**config.mk**
```make
export PLATFORM = sky130hd
export DESIGN_NAME = encoder_position_and_rpm
export DESIGN_NICKNAME = d
export VERILOG_FILES = /design/src/hdl/enc_pkg.sv /design/src/hdl/enc_div.sv /design/src/hdl/encoder_position_and_rpm.sv
export SDC_FILE = /design/constraint.sdc
export NUM_CORES = 2
export LEC_CHECK = 0
export ABC_AREA = 1
export BUFFER_PORTS_ARGS = -buffer_cell sky130_fd_sc_hd__clkbuf_2
export CAP_MARGIN = 20
export CORE_MARGIN = 1.5
export CORE_UTILIZATION = 30
export CTS_BUF_LIST = sky130_fd_sc_hd__clkbuf_4
export CTS_CLUSTER_SIZE = 40
export DETAILED_ROUTE_END_ITERATION = 10
export SLEW_MARGIN = 20
export SYNTH_ARGS = -nofsm -noshare
export SYNTH_HDL_FRONTEND = slang
export SYNTH_SLANG_ARGS = --single-unit
```
**constraint.sdc**
```tcl
create_clock -name clk -period 9.2 [get_ports clk]
set_input_delay 2.76 -clock clk [delete_from_list [all_inputs] [get_ports clk]]
set_output_delay 2.76 -clock clk [all_outputs]
set_load 0.01 [all_outputs]
```
**src/hdl/enc_pkg.sv**
```systemverilog
// Shared constants and types for the encoder position and speed block.
// No dependencies; imported by enc_div and encoder_position_and_rpm.
package enc_pkg;

  localparam logic [1:0] KIND_EDGE  = 2'd0;
  localparam logic [1:0] KIND_SPEED = 2'd1;
  localparam logic [1:0] KIND_SET   = 2'd2;

  localparam int POS_W   = 32;
  localparam int CPR_W   = 16;
  localparam int DIV_W   = POS_W + CPR_W;
  localparam int CNT_W   = $clog2(DIV_W);

  localparam logic [CPR_W-1:0] MS_PER_MINUTE = 16'd60000;

  typedef struct packed {
    logic             start;
    logic [DIV_W-1:0] num;
    logic [DIV_W-1:0] den;
  } div_req_t;

  typedef struct packed {
    logic             done;
    logic [DIV_W-1:0] quot;
  } div_rsp_t;

endpackage

```
**src/hdl/enc_div.sv**
```systemverilog
// Restoring unsigned divider that retires one quotient bit per cycle.
// Depends on enc_pkg for widths and the request/response structs.
module enc_div (
  input  logic              clk,
  input  logic              rst_n,
  input  enc_pkg::div_req_t req,
  output enc_pkg::div_rsp_t rsp
);
  import enc_pkg::*;

  logic [DIV_W-1:0] rem_r, rem_nxt;
  logic [DIV_W-1:0] quo_r, quo_nxt;
  logic [DIV_W-1:0] den_r, den_nxt;
  logic [CNT_W-1:0] cnt_r, cnt_nxt;
  logic             busy_r, busy_nxt;
  logic             done_r, done_nxt;
  logic [DIV_W:0]   rem_sh;
  logic [DIV_W:0]   diff;

  // One shift and one trial subtraction per step.
  assign rem_sh = {rem_r, quo_r[DIV_W-1]};
  assign diff   = rem_sh - {1'b0, den_r};

  always_comb begin
    rem_nxt  = rem_r;
    quo_nxt  = quo_r;
    den_nxt  = den_r;
    cnt_nxt  = cnt_r;
    busy_nxt = busy_r;
    done_nxt = 1'b0;
    if (req.start) begin
      rem_nxt  = '0;
      quo_nxt  = req.num;
      den_nxt  = req.den;
      cnt_nxt  = CNT_W'(DIV_W - 1);
      busy_nxt = 1'b1;
    end else if (busy_r) begin
      if (!diff[DIV_W]) begin
        rem_nxt = diff[DIV_W-1:0];
        quo_nxt = {quo_r[DIV_W-2:0], 1'b1};
      end else begin
        rem_nxt = rem_sh[DIV_W-1:0];
        quo_nxt = {quo_r[DIV_W-2:0], 1'b0};
      end
      if (cnt_r == '0) begin
        busy_nxt = 1'b0;
        done_nxt = 1'b1;
      end else begin
        cnt_nxt = cnt_r - 1'b1;
      end
    end
  end

  always_ff @(posedge clk) begin
    if (!rst_n) begin
      busy_r <= 1'b0;
      done_r <= 1'b0;
      cnt_r  <= '0;
    end else begin
      busy_r <= busy_nxt;
      done_r <= done_nxt;
      cnt_r  <= cnt_nxt;
    end
    rem_r <= rem_nxt;
    quo_r <= quo_nxt;
    den_r <= den_nxt;
  end

  assign rsp.done = done_r;
  assign rsp.quot = quo_r;

  property p_done_after_busy;
    @(posedge clk) disable iff (!rst_n) done_r |-> !busy_r && $past(busy_r);
  endproperty
  a_done_after_busy: assert property (p_done_after_busy)
    else $error("divider finished without a running division");

  property p_start_when_idle;
    @(posedge clk) disable iff (!rst_n) req.start |-> !busy_r;
  endproperty
  a_start_when_idle: assert property (p_start_when_idle)
    else $error("divider restarted while busy");

  property p_rem_below_den;
    @(posedge clk) disable iff (!rst_n) (busy_r && den_r != '0) |-> rem_r < den_r;
  endproperty
  a_rem_below_den: assert property (p_rem_below_den)
    else $error("partial remainder reached the divisor");

endmodule

```
**src/hdl/encoder_position_and_rpm.sv**
```systemverilog
// Encoder position counter with speed measurement in revolutions per minute.
// Edge, set and unused beats give their result in the cycle after acceptance. A speed beat
// runs both multiplies, the divider start, the divider steps, the done check and the output
// load, ending after the start if no time has passed or the scale is zero. Other beats are
// taken one per cycle while the output slot is free or emptying; none during a speed beat.
// Reset is synchronous and active low; position and sample state clear, pulses per rev = 1.
module encoder_position_and_rpm (
  input  logic                              clk,
  input  logic                              rst_n,
  input  logic                              cfg_wr_en,
  input  logic [enc_pkg::CPR_W-1:0]         cfg_wr_data,
  input  logic                              in_valid,
  output logic                              in_ready,
  input  logic [1:0]                        in_kind,
  input  logic                              in_count_down,
  input  logic [enc_pkg::POS_W-1:0]         in_now_ms,
  input  logic signed [enc_pkg::POS_W-1:0]  in_new_position,
  output logic                              out_valid,
  input  logic                              out_ready,
  output logic signed [enc_pkg::POS_W-1:0]  out_position_out,
  output logic signed [enc_pkg::POS_W-1:0]  out_rpm,
  output logic                              out_rpm_valid
);
  import enc_pkg::*;

  // Sequencer states. IDLE is the only state in which a beat is taken.
  localparam logic [2:0] ST_IDLE    = 3'd0;
  localparam logic [2:0] ST_MUL_NUM = 3'd1;
  localparam logic [2:0] ST_MUL_DEN = 3'd2;
  localparam logic [2:0] ST_START   = 3'd3;
  localparam logic [2:0] ST_DIV     = 3'd4;

  logic [2:0]       state_r, state_nxt;
  logic [CPR_W-1:0] cpr_r;
  logic [POS_W-1:0] position_r, position_nxt;
  logic [POS_W-1:0] last_pos_r, last_pos_nxt;
  logic [POS_W-1:0] last_time_r, last_time_nxt;

  // Speed beat operands: num and den come from the multiplier, the rest from acceptance.
  logic [POS_W-1:0] mag_r, mag_nxt;
  logic [POS_W-1:0] dt_r, dt_nxt;
  logic             neg_r, neg_nxt;
  logic             zero_r, zero_nxt;
  logic [DIV_W-1:0] num_r, num_nxt;
  logic [DIV_W-1:0] den_r, den_nxt;

  logic             out_valid_r, out_valid_nxt;
  logic [POS_W-1:0] pos_out_r, pos_out_nxt;
  logic [POS_W-1:0] rpm_r, rpm_nxt;
  logic             rpm_valid_r, rpm_valid_nxt;

  logic             accept;
  logic [POS_W-1:0] diff;
  logic [POS_W-1:0] dt_now;
  logic [POS_W-1:0] mul_a;
  logic [CPR_W-1:0] mul_b;
  logic [DIV_W-1:0] mul_p;
  logic             sat_pos;
  logic             sat_neg;
  logic [POS_W-1:0] rpm_final;

  div_req_t div_req;
  div_rsp_t div_rsp;

  // A beat is taken only while idle and with the output slot free or emptying.
  // Since the slot is empty after acceptance and nothing else writes it, a speed
  // result always finds the slot free when the divider completes.
  assign in_ready = (state_r == ST_IDLE) && (!out_valid_r || out_ready);
  assign accept   = in_valid && in_ready;

  assign diff   = position_r - last_pos_r;
  assign dt_now = in_now_ms - last_time_r;

  // The single 32x16 multiplier forms the numerator delta*60000 in ST_MUL_NUM
  // and then the divisor dt*counts_per_rev in ST_MUL_DEN.
  assign mul_a = (state_r == ST_MUL_NUM) ? mag_r : dt_r;
  assign mul_b = (state_r == ST_MUL_NUM) ? MS_PER_MINUTE : cpr_r;
  assign mul_p = {{CPR_W{1'b0}}, mul_a} * {{POS_W{1'b0}}, mul_b};

  assign div_req.start = (state_r == ST_START) && !zero_r;
  assign div_req.num   = num_r;
  assign div_req.den   = den_r;

  enc_div u_div (
    .clk   (clk),
    .rst_n (rst_n),
    .req   (div_req),
    .rsp   (div_rsp)
  );

  // Saturation: a positive speed clips at 2^31-1, a negative one at -2^31.
  assign sat_pos   = div_rsp.quot[DIV_W-1:POS_W-1] != '0;
  assign sat_neg   = (div_rsp.quot[DIV_W-1:POS_W] != '0) ||
                     (div_rsp.quot[POS_W-1] && (div_rsp.quot[POS_W-2:0] != '0));
  always_comb begin
    if (!neg_r) begin
      rpm_final = sat_pos ? {1'b0, {(POS_W-1){1'b1}}} : div_rsp.quot[POS_W-1:0];
    end else begin
      rpm_final = sat_neg ? {1'b1, {(POS_W-1){1'b0}}} : (~div_rsp.quot[POS_W-1:0] + 1'b1);
    end
  end

  always_comb begin
    state_nxt     = state_r;
    position_nxt  = position_r;
    last_pos_nxt  = last_pos_r;
    last_time_nxt = last_time_r;
    mag_nxt       = mag_r;
    dt_nxt        = dt_r;
    neg_nxt       = neg_r;
    zero_nxt      = zero_r;
    num_nxt       = num_r;
    den_nxt       = den_r;
    out_valid_nxt = out_valid_r && !out_ready;
    pos_out_nxt   = pos_out_r;
    rpm_nxt       = rpm_r;
    rpm_valid_nxt = rpm_valid_r;

    unique case (state_r)
      ST_IDLE: begin
        if (accept) begin
          case (in_kind)
            KIND_EDGE: begin
              position_nxt  = in_count_down ? position_r - 1'b1 : position_r + 1'b1;
              out_valid_nxt = 1'b1;
              pos_out_nxt   = position_nxt;
              rpm_nxt       = '0;
              rpm_valid_nxt = 1'b0;
            end
            KIND_SPEED: begin
              // The sample point moves on every speed beat, even one with no time.
              last_pos_nxt  = position_r;
              last_time_nxt = in_now_ms;
              neg_nxt       = diff[POS_W-1];
              mag_nxt       = diff[POS_W-1] ? (~diff + 1'b1) : diff;
              dt_nxt        = dt_now;
              zero_nxt      = (dt_now == '0) || (cpr_r == '0);
              state_nxt     = ST_MUL_NUM;
            end
            KIND_SET: begin
              position_nxt  = $unsigned(in_new_position);
              out_valid_nxt = 1'b1;
              pos_out_nxt   = position_nxt;
              rpm_nxt       = '0;
              rpm_valid_nxt = 1'b0;
            end
            default: begin
              out_valid_nxt = 1'b1;
              pos_out_nxt   = position_r;
              rpm_nxt       = '0;
              rpm_valid_nxt = 1'b0;
            end
          endcase
        end
      end
      ST_MUL_NUM: begin
        num_nxt   = mul_p;
        state_nxt = ST_MUL_DEN;
      end
      ST_MUL_DEN: begin
        den_nxt   = mul_p;
        state_nxt = ST_START;
      end
      ST_START: begin
        if (zero_r) begin
          // No elapsed time or no scale: report the position with no speed.
          out_valid_nxt = 1'b1;
          pos_out_nxt   = position_r;
          rpm_nxt       = '0;
          rpm_valid_nxt = 1'b0;
          state_nxt     = ST_IDLE;
        end else begin
          state_nxt = ST_DIV;
        end
      end
      ST_DIV: begin
        if (div_rsp.done) begin
          out_valid_nxt = 1'b1;
          pos_out_nxt   = position_r;
          rpm_nxt       = rpm_final;
          rpm_valid_nxt = 1'b1;
          state_nxt     = ST_IDLE;
        end
      end
      default: begin
        state_nxt = ST_IDLE;
      end
    endcase
  end

  always_ff @(posedge clk) begin
    if (!rst_n) begin
      state_r     <= ST_IDLE;
      cpr_r       <= CPR_W'(1);
      position_r  <= '0;
      last_pos_r  <= '0;
      last_time_r <= '0;
      out_valid_r <= 1'b0;
    end else begin
      state_r     <= state_nxt;
      position_r  <= position_nxt;
      last_pos_r  <= last_pos_nxt;
      last_time_r <= last_time_nxt;
      out_valid_r <= out_valid_nxt;
      if (cfg_wr_en) begin
        cpr_r <= cfg_wr_data;
      end
    end
    mag_r       <= mag_nxt;
    dt_r        <= dt_nxt;
    neg_r       <= neg_nxt;
    zero_r      <= zero_nxt;
    num_r       <= num_nxt;
    den_r       <= den_nxt;
    pos_out_r   <= pos_out_nxt;
    rpm_r       <= rpm_nxt;
    rpm_valid_r <= rpm_valid_nxt;
  end

  assign out_valid        = out_valid_r;
  assign out_position_out = $signed(pos_out_r);
  assign out_rpm          = $signed(rpm_r);
  assign out_rpm_valid    = rpm_valid_r;

  // A finished division must never land on an occupied output slot.
  property p_done_slot_free;
    @(posedge clk) disable iff (!rst_n) div_rsp.done |-> !out_valid_r && (state_r == ST_DIV);
  endproperty
  a_done_slot_free: assert property (p_done_slot_free)
    else $error("speed result would overwrite a pending beat");

  // The position cannot move while a speed beat is being worked on.
  property p_position_held;
    @(posedge clk) disable iff (!rst_n) (state_r != ST_IDLE) |=> $stable(position_r);
  endproperty
  a_position_held: assert property (p_position_held)
    else $error("position changed during a speed computation");

  // A speed beat blocks the input in the following cycle.
  property p_speed_blocks;
    @(posedge clk) disable iff (!rst_n) (accept && in_kind == KIND_SPEED) |=> !in_ready;
  endproperty
  a_speed_blocks: assert property (p_speed_blocks)
    else $error("input ready right after a speed beat");

  // Without a valid speed the reported rpm is zero.
  property p_rpm_zero;
    @(posedge clk) disable iff (!rst_n) (out_valid_r && !rpm_valid_r) |-> rpm_r == '0;
  endproperty
  a_rpm_zero: assert property (p_rpm_zero)
    else $error("nonzero rpm reported without a valid speed");

endmodule
```
==> flow_summary.toml <==
[status]
status = "finished, final reports clean"

[worst_setup_path]
cpMostUsedCell = "inv_1"
cp-start-kind = "flip-flop"
end_kind = "flip-flop"
required_ps = 9950
reg2reg_from = "state_r[1]$_SDFFE_PN0P_"
slowest_delay_ps = 830
cp_max_fo = 24
crit_path_top_delay_cell = "inv_1"
crit_type = "reg -> reg"
cp-startpoint = "state_r[1]$_SDFFE_PN0P_"
arrival_ps = 8760

[sta]
maxSlewViolCount = 0
tightest_slew_ps = 1170
timing.slew.headroom = 0.209
setup_ws_ps = 1190
finalSetupTns_ps = 0
finalCriticalPeriod_ps = 8010
hold_viol = 0
finalCritPeriodShare = 0.870
skew_ps = 77.0
setup_viol = 0
fmax_mhz = 125
rsz0062_at_grt = "false"

[clock_tree]
cts_tree = "done"
numCtsBuffers = 135
ctsResizeCount = 0
cts.sinks = 495
holdBufCountCts = 0
cts_setup_buffers = 0
cts-root-buf = "clkbuf_4"
clkSlewWorstSetupHoldPaths_ps = 70
clock_latency_ps = 1050
cts_max_path_buffers = 3
cts.htree.levels = 4

[placed_design]
gp_congestion = 0.993
hpwl_um = 124000
io_buffers = 154
dp_slack_ps = 1210

[synthesis]
ys_seq_elements = 495
ys_seq_area_frac = 0.284
synth_ff_type = "edfxtp_1"
synth_area_per_cell_um2 = 7.63
synth_warnings = 0
synth_nets = 6848
netlist_area_um2 = 46400
synth-edff-count = 323
postSynthCellCount = 6074
async_flop_share = 0
synth.distinct_cells = 58

[final_layout]
drive_gt1_frac = 0.0834
mostFrequentLayoutCells = "nand2_1 (1525), inv_1 (1143), nor2_1 (598)"
layout_commonest_cell = "nand2_1"
area_growth_pct = 11.0
fin_nets = 7043

[routing]
drcViolationCount = 0
vias = 40492
drtIter0Drc = 2973
ant_nets = 0
wire_per_inst_um = 18.0
via_per_inst = 4.80
wirelength_um = 152000
drt_pass1_iterations = 9

[grt]
grt_max_degree = 118
grt_pass1_wl_um = 234000
grt_pass1_vias = 40685
gr-total-overflow = 0
grt_use_total = 0.193
antenna_found_initial = 4

[hold_path]
hp-class = "reg -> reg"
hold_start = "den_r[9]$_DFFE_PP_"

[run]
cap_violations = 0

[floorplanning]
start_util = 0.302
coreArea_um2 = 154000
io_pins = 155
die_area_um2 = 157000
die_y_um = 396
rows = 144
die_x_um = 396
## critical path, delay by kind of cell (launching register included)
family / cells / cell delay [ps]
adders and majority gates: 7 / 3610
buffers and inverters: 8 / 1460
and+or+nand+nor: 11 / 1430
xor gates and xnor gates: 1 / 430
AOI/OAI and AO/OA: 1 / 420
DFF: 1 / 360
## cells in the mapped netlist (14+ instances only)
library cell,instances,area (um^2)
o21bai_1,19,143
nor4_1,23,144
nand3_1,239,1200
o21a_1,19,143
nor2_2,14,87.6
nand4_1,42,263
ha_1,264,3300
clkbuf_1,115,432
nand3b_1,14,105
edfxtp_1,323,9700
fa_1,422,8450
inv_1,1145,4300
nor2_1,604,2270
nand2_2,25,156
a31oi_1,44,275
xnor2_1,61,534
xor2_1,92,806
a21o_1,23,173
nand2_1,1526,5730
buf_1,20,75.1
o21ai_0,357,1790
a21oi_1,346,1730
nor3_1,47,235
dfxtp_1,172,3440
## worst paths after layout
path,to,slack (ps),cells past startpoint
max,den_r[44]$_DFFE_PP_,1190,28
min,u_div.den_r[9]$_DFFE_PP_,410,0
max reg2reg,den_r[44]$_DFFE_PP_,1190,28
min reg2reg,u_div.den_r[9]$_DFFE_PP_,410,0
## sequential cells by signal, indices dropped and copies added (netlist names)
name	flops
state_r	3
den_r	48
u_div.cnt_r	6
position_r	32
num_r	48
u_div.busy_r	1
mag_r	32
u_div.done_r	1
last_time_r	32
out_position_out	32
out_rpm	32
u_div.quo_r	48
last_pos_r	32
cpr_r	16
u_div.den_r	48
dt_r	32
zero_r	1
out_rpm_valid	1
out_valid	1
neg_r	1
u_div.rem_r	48
## metrics by stage
step                hold WS, ps   util  area, um^2  std cells
floorplan                   400      -       46400       6074
global placement            401  0.322       49500       8174
detailed placement          405  0.322       49500       8175
CTS                         414  0.334       51400       8423
global route                412  0.335       51400       8428
finish                      413  0.335       51400       8429
## logic make-up after synthesis
logic type	share of synthesized area
simple gates	0.227
flops	0.284
compound gates	0.0987
mux	0.000243
buf+inv	0.108
fa+ha+maj	0.253
xor+xnor	0.0289
## area by class of cell
cell class                 instances  area [um^2]
clock inverter                    53          395
fill                           16541       102000
timing repair buffer             212         1250
antenna                            5         12.5
inverter                        1162         4370
sequential                       495        13100
tap                             2044         2560
clock buffer                     195         1460
multi-input combinational       4263        28300
## per-layer routing
layer  vias to the layer above  GRT usage  part of all wire
met2                      1264      0.317              0.46
met5                         -          0          0.000086
met3                       271     0.0358             0.067
met4                         2     0.0696             0.033
li1                      19561          -                 -
met1                     19394      0.251              0.44
Power is left out: the tool's default activity adds up to more than one toggle a clock period on the data nets, which glitch-free logic cannot reach.
